==> src/rtl/core/tspa_pkg.sv <==
// ============================================================================
// tspa_pkg: shared types and codes of the tagged slot pool allocator
// Request codes, slot kinds, result status codes, sequencer states and the
// layout of one stored slot entry.
// ============================================================================
package tspa_pkg;

    // Request codes carried on req_type.
    localparam logic [2:0] REQ_ALLOC      = 3'd0;
    localparam logic [2:0] REQ_FREE_INDEX = 3'd1;
    localparam logic [2:0] REQ_FREE_OWNER = 3'd2;
    localparam logic [2:0] REQ_CLEAR      = 3'd3;
    localparam logic [2:0] REQ_READ       = 3'd4;
    localparam logic [2:0] REQ_FIND_NEXT  = 3'd5;

    // Slot kinds.
    localparam logic [1:0] KIND_EMPTY  = 2'd0;
    localparam logic [1:0] KIND_LOCAL  = 2'd1;
    localparam logic [1:0] KIND_REMOTE = 2'd2;
    localparam logic [1:0] KIND_BOT    = 2'd3;

    // Result status codes.
    localparam logic [1:0] STATUS_OK    = 2'd0;
    localparam logic [1:0] STATUS_FULL  = 2'd1;
    localparam logic [1:0] STATUS_RANGE = 2'd2;
    localparam logic [1:0] STATUS_NONE  = 2'd3;

    // Capacity after reset.
    localparam int RESET_CAPACITY = 32;

    typedef enum logic [1:0] {
        ST_IDLE,
        ST_SCAN,
        ST_DONE
    } state_t;

    // What the slot scanner does with each slot it visits.
    typedef enum logic [2:0] {
        OP_ALLOC,
        OP_FREE_INDEX,
        OP_FREE_OWNER,
        OP_READ,
        OP_FIND_NEXT,
        OP_RECOUNT
    } scan_op_t;

    typedef struct packed {
        logic [1:0]        kind;
        logic [7:0]        team;
        logic signed [7:0] owner;
        logic [7:0]        local_number;
    } slot_entry_t;

endpackage

==> src/rtl/core/tspa_ram.sv <==
// ============================================================================
// tspa_ram: generic single-port-write, single-port-read RAM
// One write and one read per cycle; the read data is registered.
// ============================================================================
module tspa_ram #(
    parameter int WIDTH  = 26,
    parameter int DEPTH  = 32,
    parameter int ADDR_W = $clog2(DEPTH)
) (
    input  logic              aclk,
    input  logic              we,
    input  logic [ADDR_W-1:0] waddr,
    input  logic [WIDTH-1:0]  wdata,
    input  logic [ADDR_W-1:0] raddr,
    output logic [WIDTH-1:0]  rdata
);

    logic [WIDTH-1:0] mem_reg [DEPTH];
    logic [WIDTH-1:0] rd_data_reg;

    always_ff @(posedge aclk) begin
        if (we) begin
            mem_reg[waddr] <= wdata;
        end
        rd_data_reg <= mem_reg[raddr];
    end

    assign rdata = rd_data_reg;

endmodule

==> src/rtl/core/tagged_slot_pool_allocator_core.sv <==
// ============================================================================
// tagged_slot_pool_allocator_core: first-fit allocator over a table of slots
// Keeps a table of typed slots (kind, team, owner, local number) and serves
// allocate, free, free-by-owner, clear, read and find-next requests.
// ============================================================================
// The block serves one request at a time. A single slot scanner walks the
// table one slot per cycle, reading each slot from the RAM in the cycle before
// its compare. Some requests walk the whole table in use without stopping
// (allocate into a full table, free owner, find next from the start that finds
// nothing); the others stop at the first matching slot. A request on one slot
// (read, free index) reads and compares just that slot, occupied or empty.
// Clear, an allocate of kind empty, an unused request type and an out-of-range
// index go straight to the result without a scan. A result that cannot enter
// the output register because the previous one is still waiting holds the
// block until that wait ends. The block is ready again on the edge at which
// the result enters the output register, so a new request is taken in the
// next cycle at the earliest. A write to the capacity register clears every
// slot at or above the new capacity at once and then recounts the slots below
// it, which keeps the block busy, and no request is taken meanwhile. The
// finished result sits in an output register, so the next request is accepted
// while it still waits to be taken. Occupancy is one flip-flop per slot; the
// slot contents live in a RAM that needs no clearing, since an empty slot's
// contents are never reported.
module tagged_slot_pool_allocator_core #(
    parameter int SLOTS = 32
) (
    input  logic              aclk,
    input  logic              aresetn,

    input  logic              cfg_valid,
    output logic              cfg_ready,
    input  logic [5:0]        cfg_capacity_in_use,

    input  logic              s_valid,
    output logic              s_ready,
    input  logic [2:0]        s_req_type,
    input  logic signed [5:0] s_slot_index,
    input  logic [1:0]        s_entry_kind,
    input  logic              s_match_any_kind,
    input  logic [7:0]        s_team_in,
    input  logic signed [7:0] s_owner_in,
    input  logic [7:0]        s_local_number_in,

    output logic              m_valid,
    input  logic              m_ready,
    output logic [1:0]        m_status,
    output logic [4:0]        m_slot_out,
    output logic [1:0]        m_kind_out,
    output logic [7:0]        m_team_out,
    output logic signed [7:0] m_owner_out,
    output logic [7:0]        m_local_number_out,
    output logic [5:0]        m_active_count,
    output logic [5:0]        m_bot_count,
    output logic [5:0]        m_local_count,
    output logic [5:0]        m_remote_count
);

    import tspa_pkg::*;

    localparam int IDX_W   = $clog2(SLOTS);
    localparam int CAP_W   = $clog2(SLOTS + 1);
    // Compare width: wide enough for the capacity field and for SLOTS itself.
    localparam int CW      = (CAP_W > 6) ? CAP_W : 6;
    localparam int ENTRY_W = $bits(slot_entry_t);
    localparam logic [CW-1:0] SLOTS_CW  = CW'(SLOTS);
    localparam logic [CW-1:0] RESET_EFF =
        (RESET_CAPACITY > SLOTS) ? CW'(SLOTS) : CW'(RESET_CAPACITY);

    // ------------------------------------------------------------------
    // Registers
    // ------------------------------------------------------------------
    state_t            state_reg, state_next;
    scan_op_t          op_reg, op_next;
    logic [SLOTS-1:0]  occ_reg, occ_next;
    logic [CW-1:0]     eff_cap_reg, eff_cap_next;
    logic [CW-1:0]     ptr_reg, ptr_next;
    logic [CW-1:0]     end_reg, end_next;
    logic              pend_reg, pend_next;
    logic [IDX_W-1:0]  pidx_reg, pidx_next;
    logic              hit_reg, hit_next;
    logic [CAP_W-1:0]  cnt_bot_reg, cnt_bot_next;
    logic [CAP_W-1:0]  cnt_local_reg, cnt_local_next;
    logic [CAP_W-1:0]  cnt_remote_reg, cnt_remote_next;

    // Request fields held for the duration of a scan.
    logic [1:0]        req_kind_reg, req_kind_next;
    logic              req_any_reg, req_any_next;
    logic [7:0]        req_team_reg, req_team_next;
    logic signed [7:0] req_owner_reg, req_owner_next;
    logic [7:0]        req_local_reg, req_local_next;

    // Result being built, then the output register.
    logic [1:0]        res_status_reg, res_status_next;
    logic [IDX_W-1:0]  res_slot_reg, res_slot_next;
    slot_entry_t       res_entry_reg, res_entry_next;

    logic              m_valid_reg, m_valid_next;
    logic [1:0]        out_status_reg, out_status_next;
    logic [4:0]        out_slot_reg, out_slot_next;
    slot_entry_t       out_entry_reg, out_entry_next;
    logic [5:0]        out_active_reg, out_active_next;
    logic [5:0]        out_bot_reg, out_bot_next;
    logic [5:0]        out_local_reg, out_local_next;
    logic [5:0]        out_remote_reg, out_remote_next;

    // ------------------------------------------------------------------
    // Slot RAM
    // ------------------------------------------------------------------
    logic               ram_we;
    logic [IDX_W-1:0]   ram_waddr;
    slot_entry_t        ram_wdata;
    logic [IDX_W-1:0]   ram_raddr;
    logic [ENTRY_W-1:0] ram_rdata;
    slot_entry_t        rd_entry;

    tspa_ram #(
        .WIDTH  (ENTRY_W),
        .DEPTH  (SLOTS),
        .ADDR_W (IDX_W)
    ) u_slot_ram (
        .aclk  (aclk),
        .we    (ram_we),
        .waddr (ram_waddr),
        .wdata (ram_wdata),
        .raddr (ram_raddr),
        .rdata (ram_rdata)
    );

    assign rd_entry = slot_entry_t'(ram_rdata);

    // ------------------------------------------------------------------
    // Request decode
    // ------------------------------------------------------------------
    logic [CW-1:0]    idx_ext;
    logic             idx_neg;
    logic             in_range;
    logic [CW-1:0]    cap_in_wide;
    logic [CW-1:0]    cap_new;
    logic [CAP_W-1:0] active_sum;

    assign idx_neg     = s_slot_index[5];
    assign idx_ext     = CW'(s_slot_index[4:0]);
    assign in_range    = !idx_neg && (idx_ext < eff_cap_reg);
    // Capacities beyond the table size saturate to the table size.
    assign cap_in_wide = CW'(cfg_capacity_in_use);
    assign cap_new     = (cap_in_wide > SLOTS_CW) ? SLOTS_CW : cap_in_wide;
    assign active_sum  = cnt_bot_reg + cnt_local_reg + cnt_remote_reg;

    // ------------------------------------------------------------------
    // Slot scanner: one compare per cycle on the slot read last cycle.
    // ------------------------------------------------------------------
    logic pend_occ;
    logic scan_match;
    logic scan_hit;
    logic scan_stops;
    logic issue_ok;
    logic scan_finished;

    assign pend_occ = occ_reg[pidx_reg];

    always_comb begin
        unique case (op_reg)
            OP_ALLOC:      scan_match = !pend_occ;
            OP_FREE_INDEX: scan_match = pend_occ;
            OP_READ:       scan_match = pend_occ;
            OP_RECOUNT:    scan_match = pend_occ;
            OP_FREE_OWNER: scan_match = pend_occ && (rd_entry.owner == req_owner_reg);
            OP_FIND_NEXT:  scan_match = pend_occ && (req_any_reg ||
                               (req_kind_reg != KIND_EMPTY && rd_entry.kind == req_kind_reg));
            default:       scan_match = 1'b0;
        endcase
    end

    // Free owner and recount visit every slot in their range; the rest stop at the first hit.
    assign scan_stops    = (op_reg != OP_FREE_OWNER) && (op_reg != OP_RECOUNT);
    assign scan_hit      = pend_reg && scan_match;
    assign issue_ok      = ptr_reg < end_reg;
    assign scan_finished = !pend_reg && !issue_ok;

    assign cfg_ready = (state_reg == ST_IDLE);
    assign s_ready   = (state_reg == ST_IDLE) && !cfg_valid;

    // ------------------------------------------------------------------
    // Next state
    // ------------------------------------------------------------------
    always_comb begin
        state_next = state_reg;
        unique case (state_reg)
            ST_IDLE: begin
                if (cfg_valid) begin
                    state_next = ST_SCAN;
                end else if (s_valid) begin
                    unique case (s_req_type)
                        REQ_ALLOC:      state_next = (s_entry_kind != KIND_EMPTY) ? ST_SCAN
                                                                                   : ST_DONE;
                        REQ_FREE_INDEX: state_next = in_range ? ST_SCAN : ST_DONE;
                        REQ_READ:       state_next = in_range ? ST_SCAN : ST_DONE;
                        REQ_FREE_OWNER: state_next = ST_SCAN;
                        REQ_FIND_NEXT:  state_next = ST_SCAN;
                        default:        state_next = ST_DONE;
                    endcase
                end
            end
            ST_SCAN: begin
                if (scan_hit && scan_stops) begin
                    state_next = ST_DONE;
                end else if (scan_finished) begin
                    state_next = (op_reg == OP_RECOUNT) ? ST_IDLE : ST_DONE;
                end
            end
            ST_DONE: begin
                if (!m_valid_reg || m_ready) begin
                    state_next = ST_IDLE;
                end
            end
            default: state_next = ST_IDLE;
        endcase
    end

    // ------------------------------------------------------------------
    // Datapath and outputs
    // ------------------------------------------------------------------
    always_comb begin
        op_next         = op_reg;
        occ_next        = occ_reg;
        eff_cap_next    = eff_cap_reg;
        ptr_next        = ptr_reg;
        end_next        = end_reg;
        pend_next       = pend_reg;
        pidx_next       = pidx_reg;
        hit_next        = hit_reg;
        cnt_bot_next    = cnt_bot_reg;
        cnt_local_next  = cnt_local_reg;
        cnt_remote_next = cnt_remote_reg;
        req_kind_next   = req_kind_reg;
        req_any_next    = req_any_reg;
        req_team_next   = req_team_reg;
        req_owner_next  = req_owner_reg;
        req_local_next  = req_local_reg;
        res_status_next = res_status_reg;
        res_slot_next   = res_slot_reg;
        res_entry_next  = res_entry_reg;
        m_valid_next    = m_valid_reg && !m_ready;
        out_status_next = out_status_reg;
        out_slot_next   = out_slot_reg;
        out_entry_next  = out_entry_reg;
        out_active_next = out_active_reg;
        out_bot_next    = out_bot_reg;
        out_local_next  = out_local_reg;
        out_remote_next = out_remote_reg;

        ram_we    = 1'b0;
        ram_waddr = pidx_reg;
        ram_raddr = ptr_reg[IDX_W-1:0];
        ram_wdata = '{kind: req_kind_reg, team: req_team_reg,
                      owner: req_owner_reg, local_number: req_local_reg};

        unique case (state_reg)
            ST_IDLE: begin
                if (cfg_valid) begin
                    // New capacity: drop everything at or above it, then recount below it.
                    eff_cap_next = cap_new;
                    for (int i = 0; i < SLOTS; i++) begin
                        if (CW'(i) >= cap_new) begin
                            occ_next[i] = 1'b0;
                        end
                    end
                    cnt_bot_next    = '0;
                    cnt_local_next  = '0;
                    cnt_remote_next = '0;
                    op_next         = OP_RECOUNT;
                    ptr_next        = '0;
                    end_next        = cap_new;
                    pend_next       = 1'b0;
                end else if (s_valid) begin
                    req_kind_next   = s_entry_kind;
                    req_any_next    = s_match_any_kind;
                    req_team_next   = s_team_in;
                    req_owner_next  = s_owner_in;
                    req_local_next  = s_local_number_in;
                    res_status_next = STATUS_NONE;
                    res_slot_next   = '0;
                    res_entry_next  = '0;
                    hit_next        = 1'b0;
                    pend_next       = 1'b0;
                    ptr_next        = '0;
                    end_next        = eff_cap_reg;
                    unique case (s_req_type)
                        REQ_ALLOC: begin
                            op_next = OP_ALLOC;
                        end
                        REQ_FREE_INDEX: begin
                            op_next = OP_FREE_INDEX;
                            if (!in_range) begin
                                res_status_next = STATUS_RANGE;
                            end
                            ptr_next = idx_ext;
                            end_next = idx_ext + CW'(1);
                        end
                        REQ_READ: begin
                            op_next = OP_READ;
                            if (!in_range) begin
                                res_status_next = STATUS_RANGE;
                            end
                            ptr_next = idx_ext;
                            end_next = idx_ext + CW'(1);
                        end
                        REQ_FREE_OWNER: begin
                            op_next = OP_FREE_OWNER;
                        end
                        REQ_CLEAR: begin
                            occ_next        = '0;
                            cnt_bot_next    = '0;
                            cnt_local_next  = '0;
                            cnt_remote_next = '0;
                            res_status_next = STATUS_OK;
                        end
                        REQ_FIND_NEXT: begin
                            op_next  = OP_FIND_NEXT;
                            // A negative start index searches from slot zero.
                            ptr_next = idx_neg ? '0 : (idx_ext + CW'(1));
                        end
                        default: begin
                            res_status_next = STATUS_NONE;
                        end
                    endcase
                end
            end

            ST_SCAN: begin
                // A stopping hit ends the scan, so no further slot is read.
                if (issue_ok && !(scan_hit && scan_stops)) begin
                    ptr_next  = ptr_reg + CW'(1);
                    pend_next = 1'b1;
                    pidx_next = ptr_reg[IDX_W-1:0];
                end else begin
                    pend_next = 1'b0;
                end

                if (scan_hit) begin
                    unique case (op_reg)
                        OP_ALLOC: begin
                            ram_we              = 1'b1;
                            occ_next[pidx_reg]  = 1'b1;
                            res_status_next     = STATUS_OK;
                            res_slot_next       = pidx_reg;
                            res_entry_next      = ram_wdata;
                            unique case (req_kind_reg)
                                KIND_BOT:    cnt_bot_next    = cnt_bot_reg + CAP_W'(1);
                                KIND_LOCAL:  cnt_local_next  = cnt_local_reg + CAP_W'(1);
                                KIND_REMOTE: cnt_remote_next = cnt_remote_reg + CAP_W'(1);
                                default: ;
                            endcase
                        end
                        OP_FREE_INDEX, OP_FREE_OWNER: begin
                            occ_next[pidx_reg] = 1'b0;
                            unique case (rd_entry.kind)
                                KIND_BOT:    cnt_bot_next    = cnt_bot_reg - CAP_W'(1);
                                KIND_LOCAL:  cnt_local_next  = cnt_local_reg - CAP_W'(1);
                                KIND_REMOTE: cnt_remote_next = cnt_remote_reg - CAP_W'(1);
                                default: ;
                            endcase
                            if (op_reg == OP_FREE_INDEX) begin
                                res_status_next = STATUS_OK;
                                res_slot_next   = pidx_reg;
                                res_entry_next  = rd_entry;
                            end else begin
                                hit_next = 1'b1;
                            end
                        end
                        OP_READ, OP_FIND_NEXT: begin
                            res_status_next = STATUS_OK;
                            res_slot_next   = pidx_reg;
                            res_entry_next  = rd_entry;
                        end
                        OP_RECOUNT: begin
                            unique case (rd_entry.kind)
                                KIND_BOT:    cnt_bot_next    = cnt_bot_reg + CAP_W'(1);
                                KIND_LOCAL:  cnt_local_next  = cnt_local_reg + CAP_W'(1);
                                KIND_REMOTE: cnt_remote_next = cnt_remote_reg + CAP_W'(1);
                                default: ;
                            endcase
                        end
                        default: ;
                    endcase
                end else if (scan_finished) begin
                    // Walked the whole range without a stopping hit.
                    if (op_reg == OP_ALLOC) begin
                        res_status_next = STATUS_FULL;
                    end else if (op_reg == OP_FREE_OWNER) begin
                        res_status_next = hit_reg ? STATUS_OK : STATUS_NONE;
                    end
                end
            end

            ST_DONE: begin
                if (!m_valid_reg || m_ready) begin
                    m_valid_next    = 1'b1;
                    out_status_next = res_status_reg;
                    out_slot_next   = 5'(res_slot_reg);
                    out_entry_next  = res_entry_reg;
                    out_active_next = 6'(active_sum);
                    out_bot_next    = 6'(cnt_bot_reg);
                    out_local_next  = 6'(cnt_local_reg);
                    out_remote_next = 6'(cnt_remote_reg);
                end
            end

            default: ;
        endcase
    end

    // ------------------------------------------------------------------
    // Register updates
    // ------------------------------------------------------------------
    always_ff @(posedge aclk) begin
        if (!aresetn) begin
            state_reg      <= ST_IDLE;
            op_reg         <= OP_ALLOC;
            occ_reg        <= '0;
            eff_cap_reg    <= RESET_EFF;
            ptr_reg        <= '0;
            end_reg        <= '0;
            pend_reg       <= 1'b0;
            pidx_reg       <= '0;
            hit_reg        <= 1'b0;
            cnt_bot_reg    <= '0;
            cnt_local_reg  <= '0;
            cnt_remote_reg <= '0;
            m_valid_reg    <= 1'b0;
        end else begin
            state_reg      <= state_next;
            op_reg         <= op_next;
            occ_reg        <= occ_next;
            eff_cap_reg    <= eff_cap_next;
            ptr_reg        <= ptr_next;
            end_reg        <= end_next;
            pend_reg       <= pend_next;
            pidx_reg       <= pidx_next;
            hit_reg        <= hit_next;
            cnt_bot_reg    <= cnt_bot_next;
            cnt_local_reg  <= cnt_local_next;
            cnt_remote_reg <= cnt_remote_next;
            m_valid_reg    <= m_valid_next;
        end
    end

    always_ff @(posedge aclk) begin
        req_kind_reg   <= req_kind_next;
        req_any_reg    <= req_any_next;
        req_team_reg   <= req_team_next;
        req_owner_reg  <= req_owner_next;
        req_local_reg  <= req_local_next;
        res_status_reg <= res_status_next;
        res_slot_reg   <= res_slot_next;
        res_entry_reg  <= res_entry_next;
        out_status_reg <= out_status_next;
        out_slot_reg   <= out_slot_next;
        out_entry_reg  <= out_entry_next;
        out_active_reg <= out_active_next;
        out_bot_reg    <= out_bot_next;
        out_local_reg  <= out_local_next;
        out_remote_reg <= out_remote_next;
    end

    assign m_valid            = m_valid_reg;
    assign m_status           = out_status_reg;
    assign m_slot_out         = out_slot_reg;
    assign m_kind_out         = out_entry_reg.kind;
    assign m_team_out         = out_entry_reg.team;
    assign m_owner_out        = out_entry_reg.owner;
    assign m_local_number_out = out_entry_reg.local_number;
    assign m_active_count     = out_active_reg;
    assign m_bot_count        = out_bot_reg;
    assign m_local_count      = out_local_reg;
    assign m_remote_count     = out_remote_reg;

    // ------------------------------------------------------------------
    // Assertions
    // ------------------------------------------------------------------

    // Between requests the kind counters never claim more slots than are in use.
    assert property (@(posedge aclk) disable iff (!aresetn)
        (state_reg == ST_IDLE) |-> (CW'(active_sum) <= eff_cap_reg))
        else $error("kind counters exceed the capacity in use");

    // A configuration write and a request are never taken in the same cycle.
    assert property (@(posedge aclk) disable iff (!aresetn)
        !(cfg_valid && cfg_ready && s_valid && s_ready))
        else $error("configuration write and request accepted together");

    // A pending slot read only exists while the scanner runs.
    assert property (@(posedge aclk) disable iff (!aresetn)
        pend_reg |-> (state_reg == ST_SCAN))
        else $error("slot read pending outside a scan");

    // Once a request is taken, the next one waits until this one completes.
    assert property (@(posedge aclk) disable iff (!aresetn)
        (s_valid && s_ready) |=> !s_ready)
        else $error("request accepted while another is in progress");

endmodule
==> config.mk <==
export PLATFORM = sky130hd
export DESIGN_NAME = tagged_slot_pool_allocator_core
export DESIGN_NICKNAME = d
export VERILOG_FILES = /design/src/rtl/core/tspa_pkg.sv /design/src/rtl/core/tspa_ram.sv /design/src/rtl/core/tagged_slot_pool_allocator_core.sv
export SDC_FILE = /design/constraint.sdc
export NUM_CORES = 1
export LEC_CHECK = 0
export BUFFER_PORTS_ARGS = -buffer_cell sky130_fd_sc_hd__clkbuf_2
export CAP_MARGIN = 10
export CORE_ASPECT_RATIO = 1.2
export CORE_MARGIN = 5
export CORE_UTILIZATION = 34
export DETAILED_ROUTE_END_ITERATION = 10
export GPL_TIMING_DRIVEN = 1
export SYNTH_ARGS = -nofsm -noshare
export SYNTH_HDL_FRONTEND = slang
export SYNTH_SLANG_ARGS = --single-unit
==> constraint.sdc <==
create_clock -name aclk -period 9.8 [get_ports aclk]
set_clock_uncertainty 0.2 [all_clocks]
set_input_delay 2.45 -clock aclk [delete_from_list [all_inputs] [get_ports aclk]]
set_output_delay 2.45 -clock aclk [all_outputs]
set_load 0.005 [all_outputs]
==> reports/results.txt, run 1 <==
Across the run, the number of max-cap violations was 0. At the worst endpoint, the required time is 7150 ps. The tools report the placed cell area as 0.04522 sq mm. Sorting the synthesized cells by area gives the leading types as sky130_fd_sc_hd__edfxtp_1 (67%), sky130_fd_sc_hd__mux4_2 (14%), sky130_fd_sc_hd__dfxtp_1 (5.1%). The tightest min-delay check is of the flip-flop to flip-flop type.

The die height came out at 396.8 microns. Setup slack on the worst reg-to-reg path comes out at 4500 ps. The number of library cell types mapped by synthesis is 70, and the routed wirelength normalized by instance count is 25.46 microns. Counting every net in the synthesized netlist gives 2427. Measured in cells, the most critical reg-to-reg path has a length of 9. In this run the core area contains 142 standard-cell rows. The run finished with clean final reports. Most numerous cell on the critical path: sky130_fd_sc_hd__clkbuf_2. The share of the Yosys chip area taken by registers is 72.27%.

The worst register-to-register path begins at req_owner_reg[2]. The first global-routing pass estimated 157900 microns of wire. Hold repair after CTS inserted 0 buffers. The time the worst path needs with I/O delays and setup came out at 6077 ps. Clock latency on the worst-skew pair, taken at its later pin, is 710 ps.

In this run the clock root is driven by a sky130_fd_sc_hd__clkbuf_16. The aggregate global-route resource usage is 16.08%, and the number of flops mapped to enable cells by yosys is 949. The number of non-filler instances in the completed layout is 4228, and the count of port buffers added during placement is 106. The analysis attributes to cell leakage a power of 15.31 nW. The tools report the register area as 0.03065 sq mm. Number of global-route vias before repair: 23220. TritonCTS built the clock tree. The H-tree generated during clock tree synthesis spans 3 levels. IR analysis of the VDD net gives a maximum drop of 0.0001436 V. The total CTS buffers is 101, and the share of cells above drive strength 1 is 24.89%. Power spread over the standard cell area amounts to 237.5 mW/mm^2. The pre-CTS worst setup slack was 3714 ps; the number of top-level pins was 107. Buffers plus inverters on the worst setup path: 2. Once the clock tree was built, the resizer swapped 0 gates to a different size.

For this design, the sink count on the clock tree is 1056. For the met2 usage in global routing, the log shows 28.60%. The floorplan step defined a die boundary enclosing 0.1319 sq mm.

The logs give 0 for the DRC violation count after routing and 0 for the total setup violations reported at the end of the flow. Post-CTS timing repair inserted 0 buffers for setup. The critical path goes through clkbuf_2 > nor3_1 > clkbuf_2. Grouping stages by cell kind, the critical path spends the most delay in buffers and inverters.

For this run, the slowest stage of the critical path takes 470 ps. The dominant cell type by area after synthesis is sky130_fd_sc_hd__edfxtp_1. The post-detailed-route via-to-cell ratio is 5.303, and the area growth from synthesis to layout is 14.50%. In this run the standard cell core region covers 0.1244 sq mm.

Clock transition at the registers of the reported paths: 60 ps. The logs give 0 for the sum of overflow across all layers after global routing and 0 for the count of synthesis-stage warnings from yosys. In this run the horizontal extent of the chip is 332.3 microns. The routability congestion estimate from global placement was 0.8504; the area of the multi-input gates was 0.01127 sq mm.

At the end of the flow, the number of nets in the layout was 2566. The worst path uses 62.01% of the clock period. The fill cell total of the finished layout was 11350; the iteration count of the initial detailed-routing pass was 8.

The global routing met1 resource utilization was 20.13%. Dominant synthesized flop cell: sky130_fd_sc_hd__edfxtp_1. Summed over all nets, the half-perimeter wirelength after detailed placement is 63570 microns. The top cell type by area accounts for 67.22% of the synthesized area. Once placement completed, the tool counted placed cells totaling 4035. The average instance in the mapped netlist occupies 18.09 sq um. The global routing stage identified its most utilized layer as met2.

The final-report max-slew violation count is 0, and the post-synthesis register bit count is 1056. Class of the most critical setup path: input pin to output pin. The worst-path maximum fanout was 27.

Once the floorplan was initialized, standard cells occupied 34.09% of the core. The met3 usage came out at 2.653%. The routed layout has 22420 vias. The worst hold path begins at res_slot_reg[3]. For the achievable frequency, the log shows 0.1646 GHz. Entering global routing, the biggest net connects 157 pins. The register with the most flip-flops in the layout has 832 of them. The slew at the pin closest to its max-slew limit is 1156 ps, and the cell area after synthesis is 0.04239 sq mm. Setup repair after global routing left no endpoint under its margin. In the final timing run, aggregate negative setup slack is 0 ps. After layout, the worst setup slack is 3723 ps.

STA classifies the critical path endpoint as an output pin. The tools report the worst flop-to-flop path endpoint as u_slot_ram.mem_reg[11][24]. The tools report the overall routed net length as 107700 microns.

The largest individual stage delay along the critical path comes from the cell sky130_fd_sc_hd__nor3_1. The logs give 0 for the hold violation count in the final report and 3 for the number of antenna violations at the first check in global routing. The run gives 0 as the number of nets with antenna violations after routing. The worst hold path terminates at m_slot_out[3]. The nature of the critical path startpoint was an input pin. The summed area of non-filler cells in the final layout was 0.04854 sq mm; the worst slew margin relative to its limit was 22.91%. DRC violation total after the first TritonRoute iteration: 2228. Along the worst hold path, the cell count comes to 0. The tools report the arrival time of data at the critical path endpoint as 3430 ps.

The instance count of the mapped netlist is 2344, and the async set or reset register ratio after synthesis is 0%. The longest clock path from root to sink contains 3 buffers.
==> layout by cell type, fill, tap and decap left out, drive strengths merged, types with 18 or more instances in the layout <==
| cell | count |
|---|---|
| buf | 66 |
| dfxtp | 107 |
| inv | 51 |
| edfxtp | 949 |
| mux2i | 19 |
| a21oi | 93 |
| ha | 27 |
| a211oi | 18 |
| o21ai | 60 |
| clkbuf | 243 |
| xnor2 | 26 |
| nor2 | 66 |
| nand2 | 228 |
| o22ai | 18 |
| nor3 | 29 |
| nand2b | 21 |
| nand3 | 26 |
| mux4 | 262 |
| clkinv | 38 |
==> area by class of cell <==
type	instances	share of cell area [%]
Sequential cell	1056	63.14
Clock buffer	137	5.655
Clock inverter	54	1.126
Multi-Input combinational cell	1104	23.22
Tap cell	1656	4.268
Timing Repair Buffer	172	2.206
Inverter	48	0.3763
Antenna cell	1	0.005155
==> cell usage after synthesis, drive strengths merged (12+ instances only) <==
| library cell | number |
|---|---|
| nand3 | 26 |
| mux4 | 262 |
| nor3 | 29 |
| o22ai | 18 |
| dfxtp | 107 |
| nor2b | 13 |
| clkbuf | 98 |
| o311ai | 13 |
| and3 | 12 |
| inv | 48 |
| ha | 27 |
| nand2 | 228 |
| buf | 38 |
| nand2b | 21 |
| a21oi | 93 |
| a211oi | 18 |
| a21o | 12 |
| edfxtp | 949 |
| mux2i | 19 |
| o21ai | 60 |
| xnor2 | 26 |
| nor2 | 66 |
==> power by group <==
group | switching, mW | leakage [nW] | internal [mW]
sequential | 0.237 | 9.46 | 5.19
clock | 1.71 | 1.59 | 2.15
combinational | 1.25 | 4.26 | 0.993
==> metal layers <==
metal | routed length, microns | vias up
met5 | 0 | -
met4 | 3150 | 0
li1 | - | 9701
met3 | 5851 | 183
met2 | 56170 | 793
met1 | 42490 | 11750
==> metrics by stage <==
stage / power, mW / hold slack [ps] / utilization (%)
detailed placement: 7.795 / 204.5 / 36.36
floorplan: 7.053 / 200.3 / -
global placement: 7.754 / 207.9 / 36.36
global route: 12.02 / 207.8 / 39.03
CTS: 11.66 / 199.1 / 39.01
finish: 11.53 / 196.3 / 39.03
==> worst max path at each step <==
stage | depth (start not counted) | slack, ps | end | startpoint
after detailed placement | 3 | 3710 | s_ready | cfg_valid
final | 3 | 3720 | s_ready | cfg_valid
after global routing | 3 | 3590 | s_ready | cfg_valid
after CTS | 3 | 3710 | s_ready | cfg_valid
after global placement | 3 | 3800 | s_ready | cfg_valid
after floorplan | 2 | 4230 | s_ready | cfg_valid
==> cell families after synthesis <==
kind of cell             count (synthesis)  synth area share, %
flip-flops                            1056                72.27
AND/OR/NAND/NOR                        438                4.637
AO/OA/AOI/OAI                          316                5.109
multiplexers                           281                14.37
buffers and inverters                  184                1.712
adder cells (fa/ha/maj)                 36                1.222
XOR/XNOR                                33               0.6818
No activity file was read; power rests on OpenSTA's default activity.
==> inputs of run 2 (changes only) <==
Clock period 9.8 ns to 4.9 ns, I/O delays scaled along.
==> run 2 against run 1 <==
- critical path depth is 6 higher
- setup slack worse by 3200 ps
- non-clock buffer count is 25 higher
- largest cell class unchanged
- flip-flop and latch count stayed put
- hold slack better by 21 ps
- clock power is 110% higher
- global-route usage is 0.86 points higher
==> reports/results.txt, run 2 (synthesis results as in run 1) <==
In this run the number of H-tree levels came out at 3. The tools report the worst path setup slack after routing as 528.2 ps. For the placed cell count, the log shows 4061. The logs give 0.04549 sq mm for the placed cell area and 44.5% for the proportion of power drawn by flip-flops and latches. Effective utilization at floorplan: 34.09%.

The proportion of total power due to net switching was 28.60%; the iteration count of the initial detailed-routing pass was 6. TritonCTS built the clock tree. Power comes to 24.04 mW.

The internal power contribution is 17.16 mW, and the number of sinks on the clock net is 1056. The run finished with clean final reports. The most frequent standard cell in the layout excluding fill and tap cells was sky130_fd_sc_hd__edfxtp_1. Routability-driven placement finished with a final weighted congestion of 0.8986. Clock-pin slew was measured on the worst setup and hold paths at 60 ps. Across all hold checks on the routed design, the worst slack comes to 217.5 ps.

At the end of the flow the core is filled with cells to 39.39%. Of all nets on the critical path, the largest fanout is 26. The total negative slack for setup checks is 0 ps, and the DRC violation total after the first TritonRoute iteration is 2337.

The worst setup path is captured at a flip-flop. The final layout contains 2593 nets. The detailed-placement wirelength estimate is 72990 microns, and the final-report max-slew violation count is 0. The die height came out at 396.8 microns. After the flow finishes, the layout carries non-filler instances totaling 4256.

The worst-case clock buffer depth was 3; the overall routed net length was 113400 microns. Number of top-level pins: 107. For the worst setup path, the data required time is 5020 ps.

The switching component of the power was 6.874 mW; the slew at the pin closest to its max-slew limit was 1242 ps. The final critical path takes up 89.22% of the cycle. For the worst setup path, the data arrival time is 4490 ps. For flop-to-flop paths, the worst setup slack is 530 ps. The share of cells above drive strength 1 came out at 25.52%.

The routed wirelength normalized by instance count came out at 26.65 microns. The number of global-route vias before repair is 23430. For this design the ratio of total power to cell area is 490.6 mW/mm^2.

In the routed design, unresolved DRC markers number 0. In the routed layout, each cell is associated on average with a via count of 5.339. The nature of the critical path startpoint is a flip-flop. Max-cap violations in this run came to 0. The placeable core region was 0.1244 sq mm. In this run, the clock network consumes 33.9% of the power. Entering global routing, the biggest net connects 99 pins. The tools report the placement row count as 142. Across every metal layer, demand over resource in global routing totals 16.94%. The die covers 0.1319 sq mm.

The library cells used most frequently in the layout, excluding fill and tap cells, are sky130_fd_sc_hd__edfxtp_1 (949), sky130_fd_sc_hd__mux4_2 (262), sky130_fd_sc_hd__nand2_1 (228). The logs give 0 for the post-cts sizing count and 103 for the total CTS buffers. The filler cells instantiated in the layout total 11170. Setup repair after global routing left no endpoint under its margin. The share of total power dissipated in combinational logic is 21.6%. The time the worst path needs with I/O delays and setup is 4372 ps, and the number of hold-repair buffers added at the cts stage is 0.

The die outline width works out to 332.3 microns. The first global-routing pass estimated 164700 microns of wire. After global routing the overflow that remains totals 0.

Class of the most critical setup path: flip-flop to flip-flop. In this run the remaining antenna-violating nets after routing total 0. From synthesis to final layout, the design area changed by 15.57%. The later pin in the worst-skew pair is clocked with a latency of 710 ps. The final route contains 22720 vias. The post-CTS setup buffer count is 0, and the maximum vdd ir drop is 0.0002893 V. The root buffer cell chosen for the clock tree is sky130_fd_sc_hd__clkbuf_16. Static timing analysis puts the maximum clock frequency at 0.2287 GHz.

The number of antenna violations at the first check in global routing came out at 5. The worst slew margin relative to its limit was 16.61%; the count of port buffers added during placement was 106. Setup violations remaining at the end of the flow were counted as 0. Once layout is done, the placed cells without fillers occupy 0.04899 sq mm. The worst hold path belongs to the class flip-flop to flip-flop. The hold violation count in the final report came out at 0. Timing analysis after detailed placement gives a worst setup slack of 623.7 ps. The flip-flop count of the largest register after layout was 832.

The static leakage power was 15.55 nW.
## run 2: worst paths after layout
path                     start                   endpoint  cells past startpoint
max           req_owner_reg[2]  u_slot_ram.mem_reg[15][1]                      9
min          res_entry_reg[18]              m_team_out[2]                      0
max reg2reg   req_owner_reg[2]  u_slot_ram.mem_reg[15][1]                      9
min reg2reg  res_entry_reg[18]              m_team_out[2]                      0
## run 2: routing by layer
layer / wire length [microns] / vias to the layer above / global-route usage, %
met1: 43340 / 11930 / 20.96
met4: 4652 / 0 / 7.038
li1: - / 9755 / -
met3: 6303 / 193 / 2.078
met5: 0 / - / 0
met2: 59130 / 850 / 30.20
## run 2: final cells by class
cell class / instances / area, sq um / area share, %
antenna: 2 / 5.005 / 0.01022
clock buffer: 131 / 2754 / 5.621
clock inverter: 62 / 747.0 / 1.525
inverter: 48 / 182.7 / 0.3729
multi-input combinational: 1104 / 11270 / 23.00
sequential: 1056 / 30650 / 62.56
tap: 1656 / 2072 / 4.229
timing repair buffer: 197 / 1314 / 2.682
## run 2: power by group through the flow
stage / logic, mW / registers (mW) / clock network, mW
after detailed placement: 5.27 / 10.9 / 0
after CTS: 5.28 / 10.7 / 8.33
final: 5.19 / 10.7 / 8.15
after global routing: 5.55 / 10.7 / 8.69
after global placement: 5.19 / 10.9 / 0
after floorplan: 3.30 / 10.8 / 0
## run 2: worst max-delay path, cell delays in order (launching register included)
cell                        delay, ps
sky130_fd_sc_hd__edfxtp_1         460
sky130_fd_sc_hd__xnor2_1          990
sky130_fd_sc_hd__nand3_1          160
sky130_fd_sc_hd__nor3_1           240
sky130_fd_sc_hd__buf_4            160
sky130_fd_sc_hd__o21a_1           290
sky130_fd_sc_hd__o2111ai_4        460
sky130_fd_sc_hd__or3_1            560
sky130_fd_sc_hd__inv_1             80
sky130_fd_sc_hd__buf_4            350
